--- config.mk ---
export PLATFORM = sky130hd
export DESIGN_NAME = motor_status_frame_receiver_core_flat
export DESIGN_NICKNAME = d
export VERILOG_FILES = /design/src/rtl/msfr_pkg.sv /design/src/rtl/msfr_if.sv /design/src/rtl/msfr_front.sv /design/src/rtl/msfr_queue.sv /design/src/rtl/msfr_back.sv /design/src/rtl/motor_status_frame_receiver_core.sv /design/src/flat_wrapper.sv
export SDC_FILE = /design/constraint.sdc
export NUM_CORES = 1
export LEC_CHECK = 0
export ABC_CLOCK_PERIOD_IN_PS = 3300
export BUFFER_PORTS_ARGS = -buffer_cell sky130_fd_sc_hd__buf_2
export CAP_MARGIN = 10
export CORE_ASPECT_RATIO = 1.2
export CORE_MARGIN = 2
export CORE_UTILIZATION = 56
export DETAILED_ROUTE_END_ITERATION = 10
export GPL_TIMING_DRIVEN = 1
export PLACE_DENSITY_LB_ADDON = 0.05
export REMOVE_ABC_BUFFERS = 1
export SYNTH_ARGS = -nofsm -noshare
export SYNTH_HDL_FRONTEND = slang
export SYNTH_SLANG_ARGS = --single-unit
--- constraint.sdc ---
create_clock -name i_clk -period 3.3 [get_ports i_clk]
set_input_delay 0.66 -clock i_clk [delete_from_list [all_inputs] [get_ports i_clk]]
set_output_delay 0.66 -clock i_clk [all_outputs]
set_load 0.02 [all_outputs]
--- src/rtl/msfr_pkg.sv ---
// Shared types, codes and constants of the motor status frame receiver.
// Depends on nothing; every other file refers to it by scoped names.
`default_nettype none

package msfr_pkg;

    // Configuration register indexes and reset values.
    localparam int CFG_IDX_W = 2;
    localparam logic [CFG_IDX_W-1:0] REG_EXPECTED_COMMAND = 2'd0;
    localparam logic [CFG_IDX_W-1:0] REG_EXPECTED_LENGTH  = 2'd1;
    localparam logic [7:0] EXPECTED_COMMAND_RST = 8'd1;
    localparam logic [7:0] EXPECTED_LENGTH_RST  = 8'd64;

    // Frame geometry and default motor count.
    localparam int MOTORS_DEFAULT = 12;
    localparam int RECORD_BYTES   = 5;
    localparam int IDX_OUT_W      = 4;

    // Depth of the queue between the front and back halves.
    localparam int QUEUE_DEPTH = 4;

    // Frame status codes.
    localparam logic [1:0] FS_GOOD = 2'd0;
    localparam logic [1:0] FS_HDR  = 2'd1;
    localparam logic [1:0] FS_CRC  = 2'd2;

    // Operation codes passed from the front to the back.
    localparam logic [1:0] OP_POS = 2'd0;
    localparam logic [1:0] OP_CUR = 2'd1;
    localparam logic [1:0] OP_END = 2'd2;

    // Reflected form of the CRC-16/ARC polynomial 0x8005.
    localparam logic [15:0] CRC_POLY_REFL = 16'hA001;

    // One queued operation; the record address travels beside it.
    typedef struct packed {
        logic [1:0]  kind;
        logic [15:0] data;
        logic [1:0]  status;
    } t_op;

    // Feed one byte into a reflected CRC-16, least significant bit first.
    function automatic logic [15:0] crc_feed(input logic [15:0] crc, input logic [7:0] b);
        logic [15:0] c;
        c = crc ^ {8'h00, b};
        for (int k = 0; k < 8; k++) begin
            if (c[0]) begin
                c = (c >> 1) ^ CRC_POLY_REFL;
            end else begin
                c = c >> 1;
            end
        end
        return c;
    endfunction

endpackage

`default_nettype wire

--- src/rtl/msfr_if.sv ---
// Valid/ready channel interfaces of the motor status frame receiver.
// Depends on msfr_pkg for the configuration index and motor index widths.
`default_nettype none

// Received byte stream.
interface msfr_byte_if;
    logic       valid;
    logic       ready;
    logic [7:0] rx_byte;
    modport source (output valid, output rx_byte, input ready);
    modport sink (input valid, input rx_byte, output ready);
endinterface

// Decoded motor records and error results.
interface msfr_rec_if;
    logic                               valid;
    logic                               ready;
    logic [msfr_pkg::IDX_OUT_W-1:0]     motor_index;
    logic signed [15:0]                 position_raw;
    logic signed [15:0]                 current_raw;
    logic [1:0]                         frame_status;
    logic                               last_of_frame;
    modport source (output valid, output motor_index, output position_raw,
                    output current_raw, output frame_status, output last_of_frame,
                    input ready);
    modport sink (input valid, input motor_index, input position_raw,
                  input current_raw, input frame_status, input last_of_frame,
                  output ready);
endinterface

// Configuration register writes.
interface msfr_cfg_if;
    logic                             valid;
    logic                             ready;
    logic [msfr_pkg::CFG_IDX_W-1:0]   index;
    logic [7:0]                       data;
    modport source (output valid, output index, output data, input ready);
    modport sink (input valid, input index, input data, output ready);
endinterface

`default_nettype wire

--- src/rtl/msfr_front.sv ---
// Front half: counts bytes into frames, runs the CRC and header checks and
// queues record writes and frame-end operations. Depends on msfr_pkg, msfr_if.
`default_nettype none

module msfr_front #(
    parameter int MOTORS = msfr_pkg::MOTORS_DEFAULT,
    parameter int MIDX_W = 4
) (
    input  wire logic              i_clk,
    input  wire logic              i_rst_n,
    msfr_byte_if.sink              i_byte,
    msfr_cfg_if.sink               i_cfg,
    input  wire logic              i_q_full,
    output logic                   o_push,
    output msfr_pkg::t_op          o_op,
    output logic [MIDX_W-1:0]      o_addr
);

    localparam int FRAME_BYTES = 4 + msfr_pkg::RECORD_BYTES * MOTORS;
    localparam int POS_W       = $clog2(FRAME_BYTES);
    localparam logic [POS_W-1:0] DATA_END = POS_W'(FRAME_BYTES - 2);

    logic [7:0]        r_exp_cmd;
    logic [7:0]        r_exp_len;
    logic [POS_W-1:0]  r_pos, n_pos;
    logic [15:0]       r_crc, n_crc;
    logic              r_hdr_ok, n_hdr_ok;
    logic [2:0]        r_field, n_field;
    logic [MIDX_W-1:0] r_motor, n_motor;
    logic [7:0]        r_pend, n_pend;
    logic [7:0]        r_crc_lo, n_crc_lo;
    logic              accept;
    logic [7:0]        b;
    logic [15:0]       rx_crc;

    assign i_byte.ready = !i_q_full;
    assign i_cfg.ready  = 1'b1;
    assign accept       = i_byte.valid && i_byte.ready;
    assign b            = i_byte.rx_byte;
    assign rx_crc       = {b, r_crc_lo};

    // Configuration registers; unknown indexes are dropped.
    always_ff @(posedge i_clk) begin
        if (!i_rst_n) begin
            r_exp_cmd <= msfr_pkg::EXPECTED_COMMAND_RST;
            r_exp_len <= msfr_pkg::EXPECTED_LENGTH_RST;
        end else if (i_cfg.valid && i_cfg.ready) begin
            case (i_cfg.index)
                msfr_pkg::REG_EXPECTED_COMMAND: r_exp_cmd <= i_cfg.data;
                msfr_pkg::REG_EXPECTED_LENGTH:  r_exp_len <= i_cfg.data;
                default: ;
            endcase
        end
    end

    // Byte classification and the operation it pushes, if any.
    always_comb begin
        n_pos    = r_pos;
        n_crc    = r_crc;
        n_hdr_ok = r_hdr_ok;
        n_field  = r_field;
        n_motor  = r_motor;
        n_pend   = r_pend;
        n_crc_lo = r_crc_lo;
        o_push   = 1'b0;
        o_op     = '{kind: msfr_pkg::OP_END, data: {r_pend, b}, status: msfr_pkg::FS_GOOD};
        o_addr   = r_motor;
        if (accept) begin
            if (r_pos < DATA_END) begin
                n_crc = msfr_pkg::crc_feed(r_crc, b);
                n_pos = r_pos + 1'b1;
                if (r_pos == POS_W'(0) && b != r_exp_cmd) begin
                    n_hdr_ok = 1'b0;
                end
                if (r_pos == POS_W'(1) && b != r_exp_len) begin
                    n_hdr_ok = 1'b0;
                end
                if (r_pos >= POS_W'(2)) begin
                    // Walk the five bytes of each motor record.
                    case (r_field)
                        3'd1, 3'd3: n_pend = b;
                        3'd2: begin
                            o_push      = 1'b1;
                            o_op.kind   = msfr_pkg::OP_POS;
                        end
                        3'd4: begin
                            o_push      = 1'b1;
                            o_op.kind   = msfr_pkg::OP_CUR;
                        end
                        default: ;
                    endcase
                    if (r_field == 3'd4) begin
                        n_field = 3'd0;
                        n_motor = r_motor + 1'b1;
                    end else begin
                        n_field = r_field + 3'd1;
                    end
                end
            end else if (r_pos == DATA_END) begin
                n_crc_lo = b;
                n_pos    = r_pos + 1'b1;
            end else begin
                // Last byte: report the frame and restart.
                o_push = 1'b1;
                o_op.kind = msfr_pkg::OP_END;
                if (!r_hdr_ok) begin
                    o_op.status = msfr_pkg::FS_HDR;
                end else if (rx_crc != r_crc) begin
                    o_op.status = msfr_pkg::FS_CRC;
                end else begin
                    o_op.status = msfr_pkg::FS_GOOD;
                end
                n_pos    = '0;
                n_crc    = '0;
                n_hdr_ok = 1'b1;
                n_field  = '0;
                n_motor  = '0;
            end
        end
    end

    // Frame tracking state.
    always_ff @(posedge i_clk) begin
        if (!i_rst_n) begin
            r_pos    <= '0;
            r_crc    <= '0;
            r_hdr_ok <= 1'b1;
            r_field  <= '0;
            r_motor  <= '0;
        end else begin
            r_pos    <= n_pos;
            r_crc    <= n_crc;
            r_hdr_ok <= n_hdr_ok;
            r_field  <= n_field;
            r_motor  <= n_motor;
        end
    end

    // Byte holding registers; always written before they are used.
    always_ff @(posedge i_clk) begin
        r_pend   <= n_pend;
        r_crc_lo <= n_crc_lo;
    end

endmodule

`default_nettype wire

--- src/rtl/msfr_queue.sv ---
// Small first-in first-out queue between the front and back halves.
// Depends on msfr_pkg for its default depth.
`default_nettype none

module msfr_queue #(
    parameter int DATA_W = 8,
    parameter int DEPTH  = msfr_pkg::QUEUE_DEPTH
) (
    input  wire logic              i_clk,
    input  wire logic              i_rst_n,
    input  wire logic              i_push,
    input  wire logic [DATA_W-1:0] i_data,
    output logic                   o_full,
    output logic                   o_valid,
    output logic [DATA_W-1:0]      o_data,
    input  wire logic              i_pop
);

    localparam int PTR_W = (DEPTH > 1) ? $clog2(DEPTH) : 1;
    localparam int CNT_W = $clog2(DEPTH + 1);

    logic [DATA_W-1:0] r_mem [DEPTH];
    logic [PTR_W-1:0]  r_wr_ptr;
    logic [PTR_W-1:0]  r_rd_ptr;
    logic [CNT_W-1:0]  r_count;
    logic              do_push;
    logic              do_pop;

    assign o_full  = r_count == CNT_W'(DEPTH);
    assign o_valid = r_count != '0;
    assign o_data  = r_mem[r_rd_ptr];
    assign do_push = i_push && !o_full;
    assign do_pop  = i_pop && o_valid;

    // Pointers and fill count.
    always_ff @(posedge i_clk) begin
        if (!i_rst_n) begin
            r_wr_ptr <= '0;
            r_rd_ptr <= '0;
            r_count  <= '0;
        end else begin
            if (do_push) begin
                r_wr_ptr <= (r_wr_ptr == PTR_W'(DEPTH - 1)) ? '0 : r_wr_ptr + 1'b1;
            end
            if (do_pop) begin
                r_rd_ptr <= (r_rd_ptr == PTR_W'(DEPTH - 1)) ? '0 : r_rd_ptr + 1'b1;
            end
            if (do_push && !do_pop) begin
                r_count <= r_count + 1'b1;
            end else if (do_pop && !do_push) begin
                r_count <= r_count - 1'b1;
            end
        end
    end

    // Entry storage.
    always_ff @(posedge i_clk) begin
        if (do_push) begin
            r_mem[r_wr_ptr] <= i_data;
        end
    end

endmodule

`default_nettype wire

--- src/rtl/msfr_back.sv ---
// Back half: record memory, frame-end handling and the result output register.
// Depends on msfr_pkg and msfr_if.
`default_nettype none

module msfr_back #(
    parameter int MOTORS = msfr_pkg::MOTORS_DEFAULT,
    parameter int MIDX_W = 4
) (
    input  wire logic              i_clk,
    input  wire logic              i_rst_n,
    input  wire logic              i_q_valid,
    input  wire msfr_pkg::t_op     i_op,
    input  wire logic [MIDX_W-1:0] i_addr,
    output logic                   o_pop,
    msfr_rec_if.source             o_rec
);

    localparam int CNT_W = $clog2(MOTORS + 1);
    localparam logic BK_IDLE = 1'b0;
    localparam logic BK_EMIT = 1'b1;

    logic [15:0]       r_pos_mem [MOTORS];
    logic [15:0]       r_cur_mem [MOTORS];
    logic              r_state, n_state;
    logic [CNT_W-1:0]  r_issue, n_issue;
    logic              r_rd_valid, n_rd_valid;
    logic [MIDX_W-1:0] r_rd_idx, n_rd_idx;
    logic [15:0]       r_rd_pos;
    logic [15:0]       r_rd_cur;
    logic              r_out_valid, n_out_valid;
    logic [msfr_pkg::IDX_OUT_W-1:0] r_out_idx, n_out_idx;
    logic [15:0]       r_out_pos, n_out_pos;
    logic [15:0]       r_out_cur, n_out_cur;
    logic [1:0]        r_out_status, n_out_status;
    logic              r_out_last, n_out_last;
    logic              out_free;
    logic              we_pos;
    logic              we_cur;
    logic              rd_en;
    logic              load;
    logic              rec_last;

    assign out_free = !r_out_valid || o_rec.ready;
    assign rec_last = r_rd_idx == MIDX_W'(MOTORS - 1);

    assign o_rec.valid         = r_out_valid;
    assign o_rec.motor_index   = r_out_idx;
    assign o_rec.position_raw  = r_out_pos;
    assign o_rec.current_raw   = r_out_cur;
    assign o_rec.frame_status  = r_out_status;
    assign o_rec.last_of_frame = r_out_last;

    // Operation sequencing and record streaming.
    always_comb begin
        n_state      = r_state;
        n_issue      = r_issue;
        n_rd_valid   = r_rd_valid;
        n_rd_idx     = r_rd_idx;
        n_out_valid  = r_out_valid && !o_rec.ready;
        n_out_idx    = r_out_idx;
        n_out_pos    = r_out_pos;
        n_out_cur    = r_out_cur;
        n_out_status = r_out_status;
        n_out_last   = r_out_last;
        o_pop        = 1'b0;
        we_pos       = 1'b0;
        we_cur       = 1'b0;
        rd_en        = 1'b0;
        load         = 1'b0;
        case (r_state)
            BK_IDLE: begin
                if (i_q_valid) begin
                    case (i_op.kind)
                        msfr_pkg::OP_POS: begin
                            we_pos = 1'b1;
                            o_pop  = 1'b1;
                        end
                        msfr_pkg::OP_CUR: begin
                            we_cur = 1'b1;
                            o_pop  = 1'b1;
                        end
                        msfr_pkg::OP_END: begin
                            if (i_op.status != msfr_pkg::FS_GOOD) begin
                                // Bad frame: a single error result.
                                if (out_free) begin
                                    o_pop        = 1'b1;
                                    n_out_valid  = 1'b1;
                                    n_out_idx    = '0;
                                    n_out_pos    = '0;
                                    n_out_cur    = '0;
                                    n_out_status = i_op.status;
                                    n_out_last   = 1'b1;
                                end
                            end else begin
                                o_pop      = 1'b1;
                                n_state    = BK_EMIT;
                                n_issue    = '0;
                                n_rd_valid = 1'b0;
                            end
                        end
                        default: o_pop = 1'b1;
                    endcase
                end
            end
            BK_EMIT: begin
                // Move a fetched record into the output register.
                load = r_rd_valid && out_free;
                if (load) begin
                    n_out_valid  = 1'b1;
                    n_out_idx    = msfr_pkg::IDX_OUT_W'(r_rd_idx);
                    n_out_pos    = r_rd_pos;
                    n_out_cur    = r_rd_cur;
                    n_out_status = msfr_pkg::FS_GOOD;
                    n_out_last   = rec_last;
                    n_rd_valid   = 1'b0;
                end
                // Fetch the next record when the read register frees up.
                if ((!r_rd_valid || load) && r_issue < CNT_W'(MOTORS)) begin
                    rd_en      = 1'b1;
                    n_rd_valid = 1'b1;
                    n_rd_idx   = r_issue[MIDX_W-1:0];
                    n_issue    = r_issue + 1'b1;
                end
                if (load && rec_last) begin
                    n_state = BK_IDLE;
                end
            end
            default: n_state = BK_IDLE;
        endcase
    end

    // Record memory: one write or one registered read per cycle.
    always_ff @(posedge i_clk) begin
        if (we_pos) begin
            r_pos_mem[i_addr] <= i_op.data;
        end
        if (we_cur) begin
            r_cur_mem[i_addr] <= i_op.data;
        end
        if (rd_en) begin
            r_rd_pos <= r_pos_mem[r_issue[MIDX_W-1:0]];
            r_rd_cur <= r_cur_mem[r_issue[MIDX_W-1:0]];
        end
    end

    // Control state.
    always_ff @(posedge i_clk) begin
        if (!i_rst_n) begin
            r_state     <= BK_IDLE;
            r_issue     <= '0;
            r_rd_valid  <= 1'b0;
            r_out_valid <= 1'b0;
        end else begin
            r_state     <= n_state;
            r_issue     <= n_issue;
            r_rd_valid  <= n_rd_valid;
            r_out_valid <= n_out_valid;
        end
    end

    // Payload registers.
    always_ff @(posedge i_clk) begin
        r_rd_idx     <= n_rd_idx;
        r_out_idx    <= n_out_idx;
        r_out_pos    <= n_out_pos;
        r_out_cur    <= n_out_cur;
        r_out_status <= n_out_status;
        r_out_last   <= n_out_last;
    end

endmodule

`default_nettype wire

--- src/rtl/motor_status_frame_receiver_core.sv ---
// Motor status frame receiver: top level joining front, queue and back.
// Depends on msfr_pkg, msfr_if, msfr_front, msfr_queue and msfr_back.
//
// Takes one frame byte per cycle on i_byte and checks each frame of
// 4 + 5*MOTORS bytes (command, length, one five-byte record per motor,
// CRC-16/ARC low byte first). A good frame yields MOTORS results on o_rec,
// one per cycle while the sink takes them, the last one marked; a header or
// CRC mismatch yields one error result, header errors taking precedence.
// Bytes are taken at one per cycle as long as the four-entry operation queue
// has room; every record costs the back half two memory writes and a good
// frame's results stream out of the record memory at one per cycle after a
// registered read, so the front stalls only while the back is still emitting
// the previous frame or the output is held by the sink. The record memory
// needs no clearing pass after reset. Configuration writes on i_cfg are
// always taken and belong between frames.
`default_nettype none

module motor_status_frame_receiver_core #(
    parameter int MOTORS = msfr_pkg::MOTORS_DEFAULT
) (
    input  wire logic  i_clk,
    input  wire logic  i_rst_n,
    msfr_byte_if.sink  i_byte,
    msfr_cfg_if.sink   i_cfg,
    msfr_rec_if.source o_rec
);

    localparam int MIDX_W = (MOTORS > 1) ? $clog2(MOTORS) : 1;
    localparam int OP_W   = $bits(msfr_pkg::t_op);
    localparam int QW     = OP_W + MIDX_W;

    logic              q_full;
    logic              push;
    msfr_pkg::t_op     push_op;
    logic [MIDX_W-1:0] push_addr;
    logic              q_valid;
    logic [QW-1:0]     q_data;
    logic              pop;
    msfr_pkg::t_op     head_op;
    logic [MIDX_W-1:0] head_addr;

    assign head_op   = msfr_pkg::t_op'(q_data[OP_W-1:0]);
    assign head_addr = q_data[QW-1:OP_W];

    // Byte counting, CRC and header checks.
    msfr_front #(
        .MOTORS (MOTORS),
        .MIDX_W (MIDX_W)
    ) u_front (
        .i_clk    (i_clk),
        .i_rst_n  (i_rst_n),
        .i_byte   (i_byte),
        .i_cfg    (i_cfg),
        .i_q_full (q_full),
        .o_push   (push),
        .o_op     (push_op),
        .o_addr   (push_addr)
    );

    // Operation queue between the halves.
    msfr_queue #(
        .DATA_W (QW),
        .DEPTH  (msfr_pkg::QUEUE_DEPTH)
    ) u_queue (
        .i_clk   (i_clk),
        .i_rst_n (i_rst_n),
        .i_push  (push),
        .i_data  ({push_addr, push_op}),
        .o_full  (q_full),
        .o_valid (q_valid),
        .o_data  (q_data),
        .i_pop   (pop)
    );

    // Record storage and result output.
    msfr_back #(
        .MOTORS (MOTORS),
        .MIDX_W (MIDX_W)
    ) u_back (
        .i_clk     (i_clk),
        .i_rst_n   (i_rst_n),
        .i_q_valid (q_valid),
        .i_op      (head_op),
        .i_addr    (head_addr),
        .o_pop     (pop),
        .o_rec     (o_rec)
    );

endmodule

`default_nettype wire

--- src/flat_wrapper.sv ---
// flat-port wrapper written by rule: the top's interface ports become plain ports
module motor_status_frame_receiver_core_flat 
#(
    parameter int MOTORS = msfr_pkg::MOTORS_DEFAULT
)
  (i_clk, i_rst_n, i_byte_valid, i_byte_rx_byte, i_byte_ready, i_cfg_valid, i_cfg_index, i_cfg_data, i_cfg_ready, o_rec_valid, o_rec_motor_index, o_rec_position_raw, o_rec_current_raw, o_rec_frame_status, o_rec_last_of_frame, o_rec_ready);
  msfr_byte_if i_byte_i ();
  msfr_cfg_if i_cfg_i ();
  msfr_rec_if o_rec_i ();
  input  wire logic i_clk;
  input  wire logic i_rst_n;
  input wire logic [$bits(i_byte_i.valid)-1:0] i_byte_valid;
  input wire logic [$bits(i_byte_i.rx_byte)-1:0] i_byte_rx_byte;
  output wire logic [$bits(i_byte_i.ready)-1:0] i_byte_ready;
  input wire logic [$bits(i_cfg_i.valid)-1:0] i_cfg_valid;
  input wire logic [$bits(i_cfg_i.index)-1:0] i_cfg_index;
  input wire logic [$bits(i_cfg_i.data)-1:0] i_cfg_data;
  output wire logic [$bits(i_cfg_i.ready)-1:0] i_cfg_ready;
  output wire logic [$bits(o_rec_i.valid)-1:0] o_rec_valid;
  output wire logic [$bits(o_rec_i.motor_index)-1:0] o_rec_motor_index;
  output wire logic [$bits(o_rec_i.position_raw)-1:0] o_rec_position_raw;
  output wire logic [$bits(o_rec_i.current_raw)-1:0] o_rec_current_raw;
  output wire logic [$bits(o_rec_i.frame_status)-1:0] o_rec_frame_status;
  output wire logic [$bits(o_rec_i.last_of_frame)-1:0] o_rec_last_of_frame;
  input wire logic [$bits(o_rec_i.ready)-1:0] o_rec_ready;
  assign i_byte_i.valid = i_byte_valid;
  assign i_byte_i.rx_byte = i_byte_rx_byte;
  assign i_byte_ready = i_byte_i.ready;
  assign i_cfg_i.valid = i_cfg_valid;
  assign i_cfg_i.index = i_cfg_index;
  assign i_cfg_i.data = i_cfg_data;
  assign i_cfg_ready = i_cfg_i.ready;
  assign o_rec_valid = o_rec_i.valid;
  assign o_rec_motor_index = o_rec_i.motor_index;
  assign o_rec_position_raw = o_rec_i.position_raw;
  assign o_rec_current_raw = o_rec_i.current_raw;
  assign o_rec_frame_status = o_rec_i.frame_status;
  assign o_rec_last_of_frame = o_rec_i.last_of_frame;
  assign o_rec_i.ready = o_rec_ready;
  motor_status_frame_receiver_core #(.MOTORS(MOTORS)) u_core (.i_clk(i_clk), .i_rst_n(i_rst_n), .i_byte(i_byte_i), .i_cfg(i_cfg_i), .o_rec(o_rec_i));
endmodule
; Yosys cells after proc, flatten, opt, wreduce, memory -nomap -nowiden
; Memories as Yosys holds them, arrays and structs flattened. A register that Yosys moved wholly into a read port is not among the register bits.
; Cells that the tools add are included.
[word_totals]
in_bits = 23
mem_bits_rw = 480
output_inout_bits = 42
mem_count = 3
word_cells = 239
ff_bits = 119
[memory_table]
columns = name, words, word_bits, read_ports, rd_clocked_by_memory_dff, write_ports, line_no
row1 = u_core.u_back.r_cur_mem, 12, 16, 1, 1, 1, msfr_back.sv:23  ; logic [15:0] r_cur_mem [MOTORS];
row2 = u_core.u_back.r_pos_mem, 12, 16, 1, 1, 1, msfr_back.sv:22  ; logic [15:0] r_pos_mem [MOTORS];
row3 = u_core.u_queue.r_mem, 4, 24, 1, 1, 1, msfr_queue.sv:22  ; logic [DATA_W-1:0] r_mem [DEPTH];
[classes]
magnitude_cmp = 3
eq_ne = 28
n_bitwise = 11
addsub = 8
n_mux = 125
n_reduce_logical = 39
[ops]
columns = operator, count
row1 = 16-bit two-way mux, 30
row2 = 16-bit one-hot mux with 2 select lines, 2
row3 = 4-bit two-way mux, 13
row4 = 1-bit two-way mux, 47
row5 = 2-bit two-way mux, 17
row6 = 2-bit NOT with 3-bit output, 8
row7 = 3-bit two-way mux, 6
row8 = 16-bit inequality test, 1
row9 = 8-bit inequality test, 2
row10 = 4-bit one-hot mux with 2 select lines, 2
row11 = 4-bit AND reduction, 4
row12 = 16-bit by 8-bit XOR with 16-bit output, 1
row13 = 6-bit two-way mux, 2
row14 = "2-bit by 1-bit inequality test with 1-bit output, second input constant", 6
row15 = 1-bit logical AND, 11
row16 = 3-bit AND reduction, 3
row17 = "4-bit by 1-bit adder with 4-bit output, second input constant", 2
row18 = "2-bit inequality test, second input constant", 4
row19 = 1-bit one-hot mux with 2 select lines, 4
row20 = 2-bit one-hot mux with 2 select lines, 2
row21 = 2-bit AND reduction, 4
row22 = "3-bit by 1-bit adder with 3-bit output, second input constant", 2
row23 = "6-bit by 1-bit adder with 6-bit output, second input constant", 1
row24 = "2-bit == test, second input constant", 3
row25 = other kinds (22), 37

; Logic depth before layout (Yosys ltp)
[logic_depth]
depth_word = 32
mapped_depth = 12
mapped_depth_nobuf = 12

; Cells and area by module
; From an unflattened synthesis, not the netlist that was laid out.
[hier_totals]
cells_unflattened = 1414
area_unflattened_um2 = 24936.4
[by_module_without_submodules]
columns = mod, cells_each, n_inst, area_each_um2, seq_area_each_um2
row1 = msfr_back, 927, 1, 17795.8, 13923.4
row2 = msfr_queue, 177, 1, 3967.6, 3062.9
row3 = msfr_front, 310, 1, 3173.0, 1401.3

; Worst setup path before layout
; Ideal clock, no wire load.
[synth_timing]
kind = flip-flop to flip-flop
from = register (tool-made name)
to = register u_core.u_back.r_out_cur[0], in the netlist u_core.u_back.o_rec.current_raw[0] (enable)
period_less_slack_ns = 3.554
t_required_ns = 2.865
arrival_ns = 3.118
setup_slack_ns = -0.254
stages_incl_launch_ff = 8
setup_ns = 0.435
n_path_buf = 1
path_cell_list = dfxtp_1 > buf_6 > mux4_2 > nor3_4 > nand2_1 > nor2_1 > a21oi_1 > nor2_1
[synth_rtl]
columns = element, line_no
row1 = to (signal assigned), msfr_back.sv:166  ; r_out_cur <= n_out_cur;
row2 = to (decl), msfr_back.sv:33  ; logic [15:0] r_out_cur, n_out_cur;

; Worst setup path in the final report
[layout_timing]
from = register u_core.u_front.r_pos[1]
to = register u_core.u_queue.r_count[2]
[layout_via]
elab_chain_len = 8
elab_cells_between_ends = 13
classes_between = 2 x order compare / 1 x eq/ne / 5 x mux / 5 x reduce/logical
[layout_rtl]
columns = element, line_no
row1 = from (decl), msfr_front.sv:25  ; logic [POS_W-1:0] r_pos, n_pos;
row2 = from (signal assigned), msfr_front.sv:131  ; r_pos <= n_pos;
row3 = 6-bit by 2-bit greater-or-equal comparator with 1-bit output or 6-bit == test (tied branches), "msfr_front.sv:78, msfr_front.sv:99"
row4 = "1-bit two-way mux, on equally long branches", "msfr_front.sv:78, msfr_front.sv:99"
row5 = 1-bit two-way mux (*), msfr_front.sv:69  ; if (r_pos < DATA_END) begin
row6 = 1-bit two-way mux (*), msfr_front.sv:68  ; if (accept) begin
row7 = 1-bit logical AND (*), msfr_queue.sv:32  ; assign do_push = i_push && !o_full;
row8 = via u_core.u_queue.do_push, msfr_queue.sv:26  ; logic do_push;
row9 = 1-bit zero test, msfr_queue.sv:50  ; end else if (do_pop && !do_push) begin
row10 = 1-bit logical AND, msfr_queue.sv:50
row11 = 2-bit nonzero test (no source line), --
row12 = to (signal assigned), msfr_queue.sv:49  ; r_count <= r_count + 1'b1;
row13 = to (signal assigned), msfr_queue.sv:51  ; r_count <= r_count - 1'b1;
row14 = to (decl), msfr_queue.sv:25  ; logic [CNT_W-1:0] r_count;
; Mark *: on every way through the listed nets, which the timed path passes. The rest lies on a longest branch.
; A chain may end at the register's enable or synchronous reset.

==> metrics.md <==
| Metric | Value |
|---|---|
| Final GP Congestion | `0.8184` |
| Chip height | `232.8 um` |
| CTS tree | `yes` |
| Area leader, netlist | `edfxtp_1` |
| Number of setup buffers added after CTS | `0` |
| CP bufs+invs | `1` |
| Crit-path cells | `and4_4 -> nand2_2 -> mux2_2 -> nor2_2 -> ha_1 -> inv_1 -> fa_1 -> xor2_1 -> or3_1 -> a21oi_1` |
| Drt drc | `0` |
| Yosys Warn Count | `0` |
| Slowest-stage cell, CP | `dfxtp_1` |
| Worst Skew | `0.01820 ns` |
| Final min period | `2.844 ns` |
| Most frequent cell after synthesis | `edfxtp_1` |
| Fmax | `351.6 MHz` |
| Core ar. | `0.04289 mm2` |
| PwrDens | `685.3 mW/mm2` |
| Initial antenna violation count | `1` |
| Avg Synthesized Cell Area | `19.16 um2` |
| Clock buffer depth | `3` |
| CP endpoint kind | `flip-flop` |
| Top post-synthesis cells by area | `edfxtp_1, mux4_2, dfxtp_1` |
| Die area | `0.04531 mm2` |
| Post-synthesis sequential area ratio | `0.7528` |
| CP Launch Type | `flip-flop` |
| Clock sink count | `633` |
| CTS Hold Buffers Added | `0` |
| Relative slew slack | `0.2487` |
| Mapped cell area | `0.02443 mm2` |
| TritonCTS buffer count | `59` |
| Placement Setup Slack | `0.3986 ns` |
| Pin count of the biggest net entering global routing | `68` |
| Leakage Power | `8.900 nW` |
| Via Count | `11500` |
| First-pass GRT wire length | `70.86 mm` |
| Port Buf Inserts | `63` |
| DR pass1 iterations | `6` |
| Outcome | `finished, final reports clean` |
| Distinct cells, synth | `56` |
| Setup ws final | `0.4562 ns` |
| Layout Nets | `1438` |
| Ratio of cells with drive above 1 in the final layout | `0.2355` |
| Max cap viols | `0` |
| Max-slew violations | `0` |
| Dpl hpwl | `28.59 mm` |
| Vias in the first global route | `11930` |
| Final hold vios | `0` |
| P&R area growth vs syn | `12.78%` |
| Via-to-Cell Ratio | `5.761` |
| Row Count | `83` |
| Area share of the largest cell type after synthesis | `0.7019` |
| Final worst path period share | `0.8617` |
| Overall power | `18.88 mW` |
| Placed inst area | `0.02565 mm2` |
| Worst-Margin Slew | `1.127 ns` |
| Setup CP Type | `reg2reg` |
| Worst min path class | `in2reg` |
| Final ANT Viol Nets | `0` |
| Post-DR wirelength/cell | `23.11 um` |
| # IOs | `65` |
| Ys flop type | `edfxtp_1` |
| Drt total wl | `46.12 mm` |
| RSZ-0062 raised after global routing | `no` |
| Clk Latency, worst-skew pair | `0.62 ns` |
| Maximum VDD drop | `0.4765 mV` |
| Final core occ | `0.6423` |
| Tot GR Track Use | `0.2125` |
| Syn Inst Count | `1275` |
| Final instance area | `0.02755 mm2` |
| CTS resizes | `0` |
| H-tree depth | `2` |
| CP delay by family, top | `simple AND/OR/NAND/NOR gates` |
| Initial DRC count | `895` |
| Critical Path RT | `3.83 ns` |
| Synth top cells by count | `edfxtp_1, mux4_2, nor2_1, dfxtp_1, nand2_1` |
| Asr flop ratio synth | `0` |
| Worst Path Max Fanout | `9` |
| Slowest Stage Delay on Critical Path | `0.46 ns` |
| Initial Util | `0.5695` |
| Clk slew on worst S/H paths | `0.06 ns` |
| Fillers | `3020` |
| Setup violators final | `0` |
| Yosys reg bits | `633` |
| CP arrival | `3.37 ns` |
| EDFF count, synth | `571` |
| # diodes | `0` |
| Die X | `194.7 um` |
| GRT overflow | `0` |
| Root buffer cell | `clkbuf_16` |
-- through the flow --
| stage | hold slack, ns | TNS [ns] | cells |
|---|---|---|---|
| after global placement | 0.4686 | 0 | 1887 |
| final | 0.2931 | 0 | 1996 |
| after global routing | 0.3007 | 0 | 1996 |
| after CTS | 0.2645 | 0 | 1995 |
| after floorplan | 0.4410 | -111.12 | 1215 |
| after detailed placement | 0.4851 | 0 | 1887 |
-- flip-flops by register name, indices dropped and copies added, names as in the netlist, 4 cells and up, named ones only --
register / cells
u_core.u_back.r_rd_pos: 16
u_core.u_back.r_rd_cur: 16
u_core.u_queue.r_mem: 96
u_core.u_front.r_exp_len: 8
u_core.u_front.o_addr: 4
u_core.u_back.r_issue: 4
u_core.u_back.o_rec.position_raw: 16
u_core.u_back.r_cur_mem: 192
u_core.u_back.r_rd_idx: 4
u_core.u_front.r_crc_lo: 8
u_core.u_front.r_crc: 16
u_core.u_back.o_rec.motor_index: 4
u_core.u_back.o_rec.current_raw: 16
u_core.u_back.r_pos_mem: 192
u_core.u_front.r_pend: 8
u_core.u_front.r_exp_cmd: 8
u_core.u_front.r_pos: 6
-- metal layers --
metal,vias to the layer above,share of wire,global-route usage
met5,-,0,0
met4,0,0.035,0.08101
met3,87,0.045,0.03232
met2,288,0.50,0.3578
met1,5873,0.42,0.2842
li1,5250,-,-
-- cell type report --
| class | instances | area (um2) | area share |
|---|---|---|---|
| Sequential cell | 633 | 18400 | 0.6678 |
| Multi-Input combinational cell | 572 | 5722 | 0.2077 |
| Clock buffer | 68 | 1520 | 0.05518 |
| Timing Repair Buffer | 121 | 810.8 | 0.02943 |
| Tap cell | 552 | 690.7 | 0.02507 |
| Clock inverter | 40 | 370.4 | 0.01344 |
| Inverter | 10 | 37.54 | 0.001363 |
-- path summary, 6_finish.rpt --
check,startpoint,endpoint,slack [ns],cells past startpoint
max,u_core.u_front.r_pos[1],u_core.u_queue.r_count[2],0.46,10
min,i_cfg_data[6],u_core.u_front.r_exp_len[6],0.29,3
max reg2reg,u_core.u_front.r_pos[1],u_core.u_queue.r_count[2],0.46,10
min reg2reg,u_core.u_front.r_pend[2],u_core.u_queue.r_mem[3][12],0.50,0
-- cell usage in the layout (no fill, tap or decap), types with 4 or more instances in the layout --
master,instances
edfxtp_1,571
mux4_2,113
nor2_1,76
buf_2,63
clkbuf_16,59
dfxtp_1,58
nand2_1,57
mux2i_1,54
buf_4,52
and2_1,41
o21ai_0,39
xnor2_1,35
xor2_1,25
ha_1,17
a21oi_1,16
a22oi_1,14
clkinv_1,13
nand3_1,12
clkinv_2,12
nand4_1,9
inv_1,8
clkbuf_1,8
mux4_1,7
nand2b_1,6
bufinv_16,6
nor3_1,5
nor4_1,5
clkinv_4,5
buf_12,5
nor2b_1,4
-- report_power, final --
group          internal [mW]  switching (mW)  leakage [nW]
logic                  0.723            1.56          2.27
registers               9.77           0.190          5.70
clock network           3.77            2.86         0.929
total                   14.3            4.61          8.90
-- worst register-to-register path: stages (launching register included) --
cell and delay (ns):
dfxtp_1 0.46, and4_4 0.28, nand2_2 0.13, mux2_2 0.31
nor2_2 0.24, ha_1 0.24, inv_1 0.07, fa_1 0.44
xor2_1 0.16, or3_1 0.30, a21oi_1 0.15
-- cell families after synthesis --
kind of cell / Yosys count / share of synthesized area
AOI/OAI and AO/OA: 77 / 0.01824
other: 1 / 0.0001535
DFF: 633 / 0.7528
and+or+nand+nor: 238 / 0.04789
buffers and inverters: 70 / 0.01332
muxes: 175 / 0.1343
xor gates and xnor gates: 63 / 0.02382
adders and majority gates: 18 / 0.009527
Power figures use the tool's default switching activity.
